===== config.mk =====
export PLATFORM = sky130hd
export DESIGN_NAME = blob_extreme_corner_square_check
export DESIGN_NICKNAME = d
export VERILOG_FILES = /design/src/hdl/bcsc_pkg.sv /design/src/hdl/blob_extreme_corner_square_check.sv
export SDC_FILE = /design/constraint.sdc
export NUM_CORES = 2
export LEC_CHECK = 0
export ABC_AREA = 1
export ABC_CLOCK_PERIOD_IN_PS = 17100
export BUFFER_PORTS_ARGS = -buffer_cell sky130_fd_sc_hd__buf_2
export CORE_MARGIN = 4
export CORE_UTILIZATION = 60
export DETAILED_ROUTE_END_ITERATION = 10
export PLACE_DENSITY_LB_ADDON = 0.25
export SLEW_MARGIN = 20
export SYNTH_ARGS = -nofsm -noshare
export SYNTH_HDL_FRONTEND = slang
export SYNTH_SLANG_ARGS = --single-unit

===== constraint.sdc =====
create_clock -name clk_i -period 17.1 [get_ports clk_i]
set_clock_uncertainty 0.15 [all_clocks]
set_input_delay 2.565 -clock clk_i [delete_from_list [all_inputs] [get_ports clk_i]]
set_output_delay 2.565 -clock clk_i [all_outputs]
set_load 0.01 [all_outputs]

===== src/hdl/bcsc_pkg.sv =====
package bcsc_pkg;

  localparam int unsigned CoordW   = 10;
  localparam int unsigned MinSpanW = 10;
  localparam int unsigned TolW     = 7;
  localparam int unsigned CfgIdxW  = 2;
  localparam int unsigned CfgDataW = 10;
  localparam int unsigned DistW    = 2 * CoordW + 1;
  localparam int unsigned MulBW    = 16;
  localparam int unsigned ProdW    = DistW + MulBW;
  localparam int unsigned SpanW    = (CoordW > MinSpanW) ? CoordW : MinSpanW;
  localparam int unsigned StepW    = 5;

  localparam logic [CfgIdxW-1:0] CfgMinSpan   = CfgIdxW'(0);
  localparam logic [CfgIdxW-1:0] CfgTolerance = CfgIdxW'(1);

  localparam logic [MinSpanW-1:0] MinSpanReset   = MinSpanW'(15);
  localparam logic [TolW-1:0]     ToleranceReset = TolW'(20);
  localparam logic [TolW-1:0]     Hundred        = TolW'(100);
  localparam logic [MulBW-1:0]    Scale          = MulBW'(10000);

  typedef struct packed {
    logic [CoordW-1:0] x;
    logic [CoordW-1:0] y;
  } point_t;

  typedef struct packed {
    logic [CoordW-1:0] pixel_x;
    logic [CoordW-1:0] pixel_y;
    logic              last_pixel;
  } pixel_t;

  typedef struct packed {
    logic [CoordW-1:0] left_x;
    logic [CoordW-1:0] left_y;
    logic [CoordW-1:0] top_x;
    logic [CoordW-1:0] top_y;
    logic [CoordW-1:0] bottom_x;
    logic [CoordW-1:0] bottom_y;
    logic [CoordW-1:0] right_x;
    logic [CoordW-1:0] right_y;
    logic              is_regular;
    logic [CoordW-1:0] center_x;
    logic [CoordW-1:0] center_y;
  } result_t;

  function automatic logic [CoordW-1:0] absdiff(input logic [CoordW-1:0] a,
                                                input logic [CoordW-1:0] b);
    absdiff = (a >= b) ? (a - b) : (b - a);
  endfunction

endpackage


===== src/hdl/blob_extreme_corner_square_check.sv =====
// Tracks the leftmost, topmost, bottommost and rightmost points of one blob whose pixels
// arrive one request each, and on the last pixel reports the four corners, the truncated
// center and a regularity flag (span checks, then the diagonal pair and the side pair of
// exact squared lengths compared within the tolerance in whole percent). A pixel that is
// not the last one is taken while the block is idle. After a last pixel no pixel is taken
// until one shared 21x16 multiplier has been stepped through 16 products (eight squared
// coordinate differences, the two squared tolerance factors and six scaled lengths) by an
// 18-step sequencer. The result sits in an output register, so pixels of the next blob
// are taken while it waits; a further last pixel waits at the end of its sequence until
// the previous result has gone.
module blob_extreme_corner_square_check (
  input  logic                           clk_i,
  input  logic                           rst_ni,
  input  logic                           in_valid_i,
  output logic                           in_stall_o,
  input  bcsc_pkg::pixel_t               in_pixel_i,
  output logic                           out_valid_o,
  input  logic                           out_stall_i,
  output bcsc_pkg::result_t              out_result_o,
  input  logic                           cfg_valid_i,
  output logic                           cfg_ready_o,
  input  logic [bcsc_pkg::CfgIdxW-1:0]   cfg_index_i,
  input  logic [bcsc_pkg::CfgDataW-1:0]  cfg_data_i
);

  typedef enum logic {
    StIdle,
    StCalc
  } state_e;

  localparam logic [bcsc_pkg::StepW-1:0] OpD1X     = 5'd0;
  localparam logic [bcsc_pkg::StepW-1:0] OpD1Y     = 5'd1;
  localparam logic [bcsc_pkg::StepW-1:0] OpD2X     = 5'd2;
  localparam logic [bcsc_pkg::StepW-1:0] OpD2Y     = 5'd3;
  localparam logic [bcsc_pkg::StepW-1:0] OpD3X     = 5'd4;
  localparam logic [bcsc_pkg::StepW-1:0] OpD3Y     = 5'd5;
  localparam logic [bcsc_pkg::StepW-1:0] OpD4X     = 5'd6;
  localparam logic [bcsc_pkg::StepW-1:0] OpD4Y     = 5'd7;
  localparam logic [bcsc_pkg::StepW-1:0] OpHiSq    = 5'd8;
  localparam logic [bcsc_pkg::StepW-1:0] OpLoSq    = 5'd9;
  localparam logic [bcsc_pkg::StepW-1:0] OpScaleD1 = 5'd10;
  localparam logic [bcsc_pkg::StepW-1:0] OpHiD2    = 5'd11;
  localparam logic [bcsc_pkg::StepW-1:0] OpLoD2    = 5'd12;
  localparam logic [bcsc_pkg::StepW-1:0] OpScaleD3 = 5'd13;
  localparam logic [bcsc_pkg::StepW-1:0] OpHiD4    = 5'd14;
  localparam logic [bcsc_pkg::StepW-1:0] OpLoD4    = 5'd15;
  localparam logic [bcsc_pkg::StepW-1:0] StepFinal = 5'd17;
  localparam logic [bcsc_pkg::StepW-1:0] OpNone    = 5'd31;

  state_e                                state_q;
  logic [bcsc_pkg::StepW-1:0]            step_q;
  logic [bcsc_pkg::StepW-1:0]            prod_op_q;
  logic                                  started_q;
  logic [bcsc_pkg::MinSpanW-1:0]         min_span_q;
  logic [bcsc_pkg::TolW-1:0]             tol_q;
  bcsc_pkg::point_t                      left_q, top_q, bottom_q, right_q;
  bcsc_pkg::point_t                      left_d, top_d, bottom_d, right_d;
  logic [bcsc_pkg::ProdW-1:0]            prod_q, prod_d;
  logic [bcsc_pkg::DistW-1:0]            acc_q, d1_q, d2_q, d3_q, d4_q;
  logic [bcsc_pkg::MulBW-1:0]            hi2_q, lo2_q;
  logic [bcsc_pkg::ProdW-1:0]            e_q;
  logic                                  fail1_q, fail2_q;
  logic                                  out_valid_q;
  bcsc_pkg::result_t                     result_q, result_d;

  logic                                  in_accept;
  logic                                  out_free;
  logic [bcsc_pkg::CoordW-1:0]           sel_p, sel_q, diff;
  logic [bcsc_pkg::TolW:0]               hi, lo;
  logic                                  tol_lt100;
  logic [bcsc_pkg::DistW-1:0]            op_a;
  logic [bcsc_pkg::MulBW-1:0]            op_b;
  logic [bcsc_pkg::DistW-1:0]            d_sum;
  logic [bcsc_pkg::CoordW-1:0]           span_x, span_y;
  logic                                  span_ok, ratio_ok;
  logic [bcsc_pkg::CoordW:0]             sum_x, sum_y;
  bcsc_pkg::point_t                      pix;

  assign in_stall_o   = (state_q != StIdle);
  assign in_accept    = in_valid_i && (state_q == StIdle);
  assign out_valid_o  = out_valid_q;
  assign out_result_o = result_q;
  assign cfg_ready_o  = 1'b1;
  assign out_free     = !out_valid_q || !out_stall_i;

  assign pix.x = in_pixel_i.pixel_x;
  assign pix.y = in_pixel_i.pixel_y;

  always_comb begin
    left_d   = left_q;
    top_d    = top_q;
    bottom_d = bottom_q;
    right_d  = right_q;
    if (!started_q) begin
      left_d   = pix;
      top_d    = pix;
      bottom_d = pix;
      right_d  = pix;
    end else begin
      if (pix.x < left_q.x || (pix.x == left_q.x && pix.y < left_q.y)) begin
        left_d = pix;
      end
      if (pix.y < top_q.y || (pix.y == top_q.y && pix.x < top_q.x)) begin
        top_d = pix;
      end
      if (pix.y > bottom_q.y || (pix.y == bottom_q.y && pix.x > bottom_q.x)) begin
        bottom_d = pix;
      end
      if (pix.x > right_q.x || (pix.x == right_q.x && pix.y > right_q.y)) begin
        right_d = pix;
      end
    end
  end

  assign tol_lt100 = (tol_q < bcsc_pkg::Hundred);
  assign hi        = {1'b0, tol_q} + {1'b0, bcsc_pkg::Hundred};
  assign lo        = {1'b0, bcsc_pkg::Hundred} - {1'b0, tol_q};

  always_comb begin
    sel_p = '0;
    sel_q = '0;
    case (step_q)
      OpD1X: begin
        sel_p = right_q.x;
        sel_q = left_q.x;
      end
      OpD1Y: begin
        sel_p = right_q.y;
        sel_q = left_q.y;
      end
      OpD2X: begin
        sel_p = bottom_q.x;
        sel_q = top_q.x;
      end
      OpD2Y: begin
        sel_p = bottom_q.y;
        sel_q = top_q.y;
      end
      OpD3X: begin
        sel_p = right_q.x;
        sel_q = bottom_q.x;
      end
      OpD3Y: begin
        sel_p = right_q.y;
        sel_q = bottom_q.y;
      end
      OpD4X: begin
        sel_p = left_q.x;
        sel_q = top_q.x;
      end
      OpD4Y: begin
        sel_p = left_q.y;
        sel_q = top_q.y;
      end
      default: begin
        sel_p = '0;
        sel_q = '0;
      end
    endcase
  end

  assign diff = bcsc_pkg::absdiff(sel_p, sel_q);

  always_comb begin
    op_a = bcsc_pkg::DistW'(diff);
    op_b = bcsc_pkg::MulBW'(diff);
    case (step_q)
      OpHiSq: begin
        op_a = bcsc_pkg::DistW'(hi);
        op_b = bcsc_pkg::MulBW'(hi);
      end
      OpLoSq: begin
        op_a = bcsc_pkg::DistW'(lo);
        op_b = bcsc_pkg::MulBW'(lo);
      end
      OpScaleD1: begin
        op_a = d1_q;
        op_b = bcsc_pkg::Scale;
      end
      OpHiD2: begin
        op_a = d2_q;
        op_b = hi2_q;
      end
      OpLoD2: begin
        op_a = d2_q;
        op_b = lo2_q;
      end
      OpScaleD3: begin
        op_a = d3_q;
        op_b = bcsc_pkg::Scale;
      end
      OpHiD4: begin
        op_a = d4_q;
        op_b = hi2_q;
      end
      OpLoD4: begin
        op_a = d4_q;
        op_b = lo2_q;
      end
      default: begin
        op_a = bcsc_pkg::DistW'(diff);
        op_b = bcsc_pkg::MulBW'(diff);
      end
    endcase
  end

  assign prod_d = bcsc_pkg::ProdW'(op_a) * bcsc_pkg::ProdW'(op_b);
  assign d_sum  = acc_q + bcsc_pkg::DistW'(prod_q);

  assign span_x  = right_q.x - left_q.x;
  assign span_y  = bottom_q.y - top_q.y;
  assign span_ok = (right_q.x >= left_q.x)
                && (bcsc_pkg::SpanW'(span_x) >= bcsc_pkg::SpanW'(min_span_q))
                && (bottom_q.y >= top_q.y)
                && (bcsc_pkg::SpanW'(span_y) >= bcsc_pkg::SpanW'(min_span_q));
  assign ratio_ok = (d2_q != '0) && !fail1_q
                 && (((d4_q != '0) && !fail2_q) || ((d3_q == '0) && (d4_q == '0)));
  assign sum_x   = {1'b0, left_q.x} + {1'b0, right_q.x};
  assign sum_y   = {1'b0, top_q.y} + {1'b0, bottom_q.y};

  always_comb begin
    result_d.left_x     = left_q.x;
    result_d.left_y     = left_q.y;
    result_d.top_x      = top_q.x;
    result_d.top_y      = top_q.y;
    result_d.bottom_x   = bottom_q.x;
    result_d.bottom_y   = bottom_q.y;
    result_d.right_x    = right_q.x;
    result_d.right_y    = right_q.y;
    result_d.is_regular = span_ok && ratio_ok;
    result_d.center_x   = sum_x[bcsc_pkg::CoordW:1];
    result_d.center_y   = sum_y[bcsc_pkg::CoordW:1];
  end

  always_ff @(posedge clk_i or negedge rst_ni) begin
    if (!rst_ni) begin
      state_q     <= StIdle;
      step_q      <= '0;
      prod_op_q   <= OpNone;
      started_q   <= 1'b0;
      min_span_q  <= bcsc_pkg::MinSpanReset;
      tol_q       <= bcsc_pkg::ToleranceReset;
      out_valid_q <= 1'b0;
      fail1_q     <= 1'b0;
      fail2_q     <= 1'b0;
      left_q      <= '1;
      top_q       <= '1;
      bottom_q    <= '0;
      right_q     <= '0;
      prod_q      <= '0;
      acc_q       <= '0;
      d1_q        <= '0;
      d2_q        <= '0;
      d3_q        <= '0;
      d4_q        <= '0;
      hi2_q       <= '0;
      lo2_q       <= '0;
      e_q         <= '0;
      result_q    <= '0;
    end else begin
      if (cfg_valid_i) begin
        case (cfg_index_i)
          bcsc_pkg::CfgMinSpan:   min_span_q <= cfg_data_i[bcsc_pkg::MinSpanW-1:0];
          bcsc_pkg::CfgTolerance: tol_q      <= cfg_data_i[bcsc_pkg::TolW-1:0];
          default: ;
        endcase
      end

      if (out_valid_q && !out_stall_i && (state_q != StCalc || step_q != StepFinal)) begin
        out_valid_q <= 1'b0;
      end

      case (state_q)
        StIdle: begin
          if (in_accept) begin
            left_q    <= left_d;
            top_q     <= top_d;
            bottom_q  <= bottom_d;
            right_q   <= right_d;
            started_q <= 1'b1;
            if (in_pixel_i.last_pixel) begin
              state_q   <= StCalc;
              step_q    <= '0;
              prod_op_q <= OpNone;
              fail1_q   <= 1'b0;
              fail2_q   <= 1'b0;
            end
          end
        end
        StCalc: begin
          prod_q    <= prod_d;
          prod_op_q <= step_q;
          case (prod_op_q)
            OpD1X, OpD2X, OpD3X, OpD4X: acc_q <= bcsc_pkg::DistW'(prod_q);
            OpD1Y:     d1_q  <= d_sum;
            OpD2Y:     d2_q  <= d_sum;
            OpD3Y:     d3_q  <= d_sum;
            OpD4Y:     d4_q  <= d_sum;
            OpHiSq:    hi2_q <= bcsc_pkg::MulBW'(prod_q);
            OpLoSq:    lo2_q <= bcsc_pkg::MulBW'(prod_q);
            OpScaleD1: e_q   <= prod_q;
            OpScaleD3: e_q   <= prod_q;
            OpHiD2: begin
              if (prod_q < e_q) fail1_q <= 1'b1;
            end
            OpLoD2: begin
              if (tol_lt100 && prod_q > e_q) fail1_q <= 1'b1;
            end
            OpHiD4: begin
              if (prod_q < e_q) fail2_q <= 1'b1;
            end
            OpLoD4: begin
              if (tol_lt100 && prod_q > e_q) fail2_q <= 1'b1;
            end
            default: ;
          endcase
          if (step_q == StepFinal) begin
            if (out_free) begin
              result_q    <= result_d;
              out_valid_q <= 1'b1;
              started_q   <= 1'b0;
              state_q     <= StIdle;
            end
          end else begin
            step_q <= step_q + 5'd1;
          end
        end
        default: state_q <= StIdle;
      endcase
    end
  end

endmodule

; ---- Word-level counts from Yosys, hierarchy flattened
; Cells that the tools add are included.
[word_totals]
reg_bits = 424
ram_bits = 0
latchBits = 0
n_memories = 0
output_inout_bits = 104
rom_bits = 0
[classes]
mux = 41
div = 0
n_addsub = 10
order_cmp = 16
n_mul = 1
shift = 0
bitwise_logic = 1
n_reduce_logical = 65
eq_ne = 52
[ops]
columns = op, n
row1 = 20-bit 2-to-1 mux, 8
row2 = 21-bit case mux with 6 select lines, 1
row3 = 10-bit case mux with 6 select lines, 2
row4 = 5-bit by 4-bit == test with 1-bit output (second input constant), 16
row5 = 16-bit case mux with 5 select lines, 1
row6 = 10-bit greater-or-equal comparator, 5
row7 = 21-bit logical NOT, 2
row8 = 21-bit nonzero test, 2
row9 = 10-bit == test, 4
row10 = 5-bit by 3-bit == test with 1-bit output (second input constant), 8
row11 = 10-bit greater-than comparator, 4
row12 = 10-bit < comparator, 4
row13 = 10-bit subtractor, 4
row14 = 37-bit greater-than comparator, 1
row15 = 37-bit < comparator, 1
row16 = 21-bit by 16-bit multiplier with 37-bit output, 1
row17 = 5-bit 2-to-1 mux, 5
row18 = 10-bit by 10-bit adder with 11-bit output, 2
row19 = 2-bit AND reduction, 11
row20 = 21-bit adder, 1
row21 = 3-bit AND reduction, 7
row22 = 5-bit by 2-bit == test with 1-bit output (second input constant), 4
row23 = 5-bit case mux with 2 select lines, 2
row24 = 2-bit OR reduction, 10
row25 = other kinds (23), 80

; ---- Logic depth before layout (Yosys ltp)
[depth]
depth_word = 7
depth_mapped = 47
ltp_nobuf = 45

; ---- Worst setup path before layout
; OpenSTA, ideal clock, no wires.
[synth_path]
path_type = register to register
startpoint = register step_q[0] (netlist bit)
endpoint = register prod_q[27] (netlist bit)
slack_ns = 9.047
t_required_ns = 16.832
setup_ns = 0.118
path_buffers = 1
stages_incl_launch_ff = 43
arrival_time_ns = 7.785
period_less_slack_ns = 8.053
path_cell_list = dfrtp_1 > inv_1 > ha_1 > nand2_4 > inv_2 > nand2_1 > o22ai_1 > nor4_1 > inv_1 > ha_1 > inv_1 > o21bai_1 > a21boi_0 > nand3_1 > a21oi_4 > inv_2 > nand2_1 > nand2_1 > [7 not listed] > fa_1 > inv_1 > fa_1 > inv_1 > fa_1 > fa_1 > inv_1 > fa_1 > inv_1 > ha_1 > nand2_1 > nor2_1 > nand2_1 > o21ai_0 > a21oi_1 > or2_2 > nand3_1 > nand2_1
[synth_via]
elab_chain_cells = 7
elab_cells_between_ends = 34
cone_classes = add/sub (2) / mul (1) / order compare (1) / eq/ne (15) / mux (5) / reduce/logical (10)
[synth_rtl]
columns = element, line_no
row1 = "start, declared", blob_extreme_corner_square_check.sv:51  ; logic [bcsc_pkg::StepW-1:0] step_q;
row2 = "start signal, assigned", blob_extreme_corner_square_check.sv:325  ; step_q <= step_q + 5'd1;
row3 = 5-bit by 3-bit == test with 1-bit output (tied with other cells), blob_extreme_corner_square_check.sv:122  ; case (step_q)
row4 = 2-bit OR reduction (no source line), -
row5 = 10-bit case mux with 6 select lines, blob_extreme_corner_square_check.sv:122
row6 = 10-bit subtractor / 10-bit greater-or-equal comparator (equally long branches), bcsc_pkg.sv:49  ; absdiff = (a >= b) ? (a - b) : (b - a);
row7 = 10-bit 2-to-1 mux, bcsc_pkg.sv:49
row8 = 21-bit case mux with 6 select lines / 16-bit case mux with 5 select lines (equally long branches), blob_extreme_corner_square_check.sv:167  ; case (step_q)
row9 = 21-bit by 16-bit multiplier with 37-bit output *, blob_extreme_corner_square_check.sv:207  ; assign prod_d = bcsc_pkg::ProdW'(op_a) * bcsc_pkg::ProdW'(op_b);
row10 = "end signal, assigned", blob_extreme_corner_square_check.sv:291  ; prod_q <= prod_d;
row11 = "end, declared", blob_extreme_corner_square_check.sv:58  ; logic [bcsc_pkg::ProdW-1:0] prod_q, prod_d;
; Every way passes the cells marked *; elsewhere a longest branch is shown, timed or not.
; A chain may end at the register's enable or synchronous reset.

; ---- Worst setup path after layout
; Same ends and word-level chain as after synthesis.

==> impl_results.md <==
* # nets final at 5309
* Clock tree from TritonCTS: built
* Worst Hold Class: reg -> reg
* Nature of the critical path startpoint: register
* Fraction of registers with async set/reset at 100.0%
* Number of global-route vias before repair at 30676
* Post-cts resize count at 0
* # rows at 89
* Number of sinks driven by the clock tree at 424
* Clock buffer count from CTS at 46
* Synthesized cell area at 0.03628 sq mm
* Cell at the root of the clock tree: clkbuf_16
* Slowest cell on crit path: nor4_1
* Filler cells at 5188
* Detailed-route DRC error count at 0
* Required time at the endpoint of the critical path at 17.43 ns
* CTS clk-pin slew, worst paths at 0.08 ns
* Count of final max-slew check failures at 0
* Setup repair after global routing missed its margin: false
* Main flop type after synthesis: dfrtp_1
* Number of nets in the synthesized netlist at 5237
* Antenna violations before repair at 3
* Final Instance Area at 0.03918 sq mm
* Gate Count Post-Synth at 4596
* Critical Path Sink Type: register
* Placeable core area at 0.05946 sq mm
* Part of the Yosys area used for sequential elements at 29.42%
* Floorplan die area at 0.06447 sq mm
* Quantity of hold-fixing buffers added after cts at 0
* Time the worst path needs with I/O delays and setup at 9.641 ns
* 1st-iter DRT viols at 3579
* Area growth from synthesis to final layout at 7.994%
* Routed wirelength normalized by instance count at 20.27 microns
* Count of final hold-check violations at 0
* Cell occurring most often along the worst timing path: nand2_1
* Wire length of the first global-routing pass at 172.6 mm
* Maximum number of pins on one net before global-route repair at 162
* Utilization after layout at 65.89%
* Maximum level of the CTS H-tree at 2
* Initial Util at 61.01%
* Per-cell via count in the routed design at 5.823
* Post-synth EDFFs at 0
* Area contributors post-synth: dfrtp_1 (26%), fa_1 (15%), ha_1 (11%)
* Slew Limit Headroom at 20.07%
* Vert. Die Dim at 253.9 microns
* Final wirelength at 111.1 mm
* Synthesized area divided by synthesized cell count at 7.894 sq um
* Global route overflow at 0
* FF+latch count, synth at 424
* Library cell with the largest summed area after synthesis: dfrtp_1
* Clock insertion delay at the later pin of the skew report at 0.59 ns
* Number of vias after detailed routing at 31919
* RD Place Congestion at 1.003
* Count of maximum capacitance violations at 0
* Setup violation total in the final timing report at 0
* Ports placed on the boundary at 142
* F_max at 103.7 MHz
* Number of different library cells in the post-synthesis netlist at 63
* Half-perimeter wire length after placement at 87.73 mm
* Placed instance area at 0.03752 sq mm
* Fraction of layout instances using a drive strength above 1 at 8.183%
* Initial DRT Pass Iterations at 6
* Share of the synthesized area in the top cell type at 25.73%
* Count of buffers added by post-CTS timing repair for setup at 0
* Routed Antenna Nets at 0
* Commonest non-fill, non-tap cells in the layout: nand2_1 (1011), inv_1 (790), o21ai_0 (453), dfrtp_1 (372), nor2_1 (370)
* Crit share post-route at 56.38%
* Worst slack on hold paths at 0.3227 ns
* Horiz. Die Dim at 253.9 microns
* Crit path arrival time at 9.97 ns
* Maximum fanout along the worst path at 15
* Setup total negative slack at 0 ns
* Most frequent standard cell in the layout excluding fill and tap cells: nand2_1
* Critical path type: reg -> reg
* Outcome: finished clean
* Input/output buffers at 140
* CTS Buffer Depth at 3
* Delay contributed by the slowest stage of the critical path at 0.70 ns
* Transition time at the pin with the least slew margin at 1.196 ns
* YS warnings at 0
* Global-route total usage across every layer at 34.41%
## Yosys cell counts (3+ instances only)
cell / n
a21o_1: 13
nor4_1: 38
nand2_1: 1015
nor3_2: 8
o21a_1: 7
o22ai_1: 55
nand4_1: 39
a211oi_1: 10
nor3_1: 23
o211ai_1: 13
buf_6: 6
inv_2: 25
buf_1: 5
dfstp_2: 51
nand3b_1: 9
nor2_1: 370
fa_1: 271
a22oi_1: 14
ha_1: 332
buf_4: 7
clkbuf_1: 92
nor2_2: 4
and2_1: 3
buf_2: 31
nand3_1: 160
a31oi_1: 6
dfrtp_1: 373
nand2_4: 3
o21ai_0: 453
a21oi_4: 4
inv_1: 790
a21oi_1: 188
a221oi_1: 6
xnor2_1: 20
or2_2: 10
xor2_1: 54
clkinv_1: 10
o2111ai_1: 6
a21boi_0: 7
o21bai_1: 19
nand2_2: 21
## per-layer routing
layer	global-route usage, %	share of wire (%)	vias to the layer above
met5	0	0	-
met4	10.74	3.4	0
met3	10.36	12	280
met2	50.04	42	1623
met1	49.88	43	15303
li1	-	-	14713
## kinds of logic (layout without fill, tap and decap cells)
kind of cell	after synthesis	in the layout	share of synthesized area, %
adders and majority gates	603	603	26.40
DFF	424	424	29.42
AOI/OAI and AO/OA	809	809	12.28
xor gates and xnor gates	74	74	1.786
and+or+nand+nor	1714	1714	19.70
other	1	5	0.01034
buffers and inverters	971	1080	10.40
## per-stage QoR
stage | instances | setup slack (ns)
final | 5482 | 7.459
after global routing | 5479 | 6.931
after CTS | 5478 | 7.640
after detailed placement | 5393 | 7.646
after global placement | 5393 | 7.809
after floorplan | 4596 | 9.047
## registers in the layout (all words and copies together) (netlist names), 21 cells and up
name	flops
d2_q	21
acc_q	21
d3_q	21
out_result_o	101
d1_q	21
prod_q	37
e_q	37
d4_q	21
result_d	40
## worst max-delay path, delay by kind of cell (launching register included)
family,cells,cell delay [ns]
AND/OR/NAND/NOR,15,2.73
flip-flops,1,0.39
XOR/XNOR,1,0.16
buffers and inverters,8,0.75
adder cells (fa/ha/maj),9,3.84
AO/OA/AOI/OAI,5,1.50
## layout make-up
cell class                 instances  area [sq um]  area share (%)
multi-input combinational       3201         21850           55.77
clock inverter                    18         304.0          0.7760
timing repair buffer             167         925.9           2.363
inverter                         828          3114           7.949
antenna                            4         10.01         0.02555
sequential                       424         10680           27.25
tap                              773         967.2           2.469
clock buffer                      67          1331           3.398
## path summary, 6_finish.rpt
kind | start | slack [ns] | depth (start not counted) | end
worst max-delay path | step_q[0]$_DFFE_PN0P_ | 7.46 | 38 | prod_q[27]$_DFFE_PN0P_
worst min-delay path | out_result_o[18]$_DFFE_PN0P_ | 0.32 | 2 | out_result_o[18]$_DFFE_PN0P_
worst max register to register | step_q[0]$_DFFE_PN0P_ | 7.46 | 38 | prod_q[27]$_DFFE_PN0P_
worst min register to register | out_result_o[18]$_DFFE_PN0P_ | 0.32 | 2 | out_result_o[18]$_DFFE_PN0P_
max in group asynchronous | rst_ni | 12.69 | 3 | prod_q[21]$_DFFE_PN0P_
min in group asynchronous | rst_ni | 1.89 | 1 | min_span_q[7]$_DFFE_PN0P_
Power is left out: the tool's default activity adds up to more than one toggle a clock period on the data nets, which glitch-free logic cannot reach.
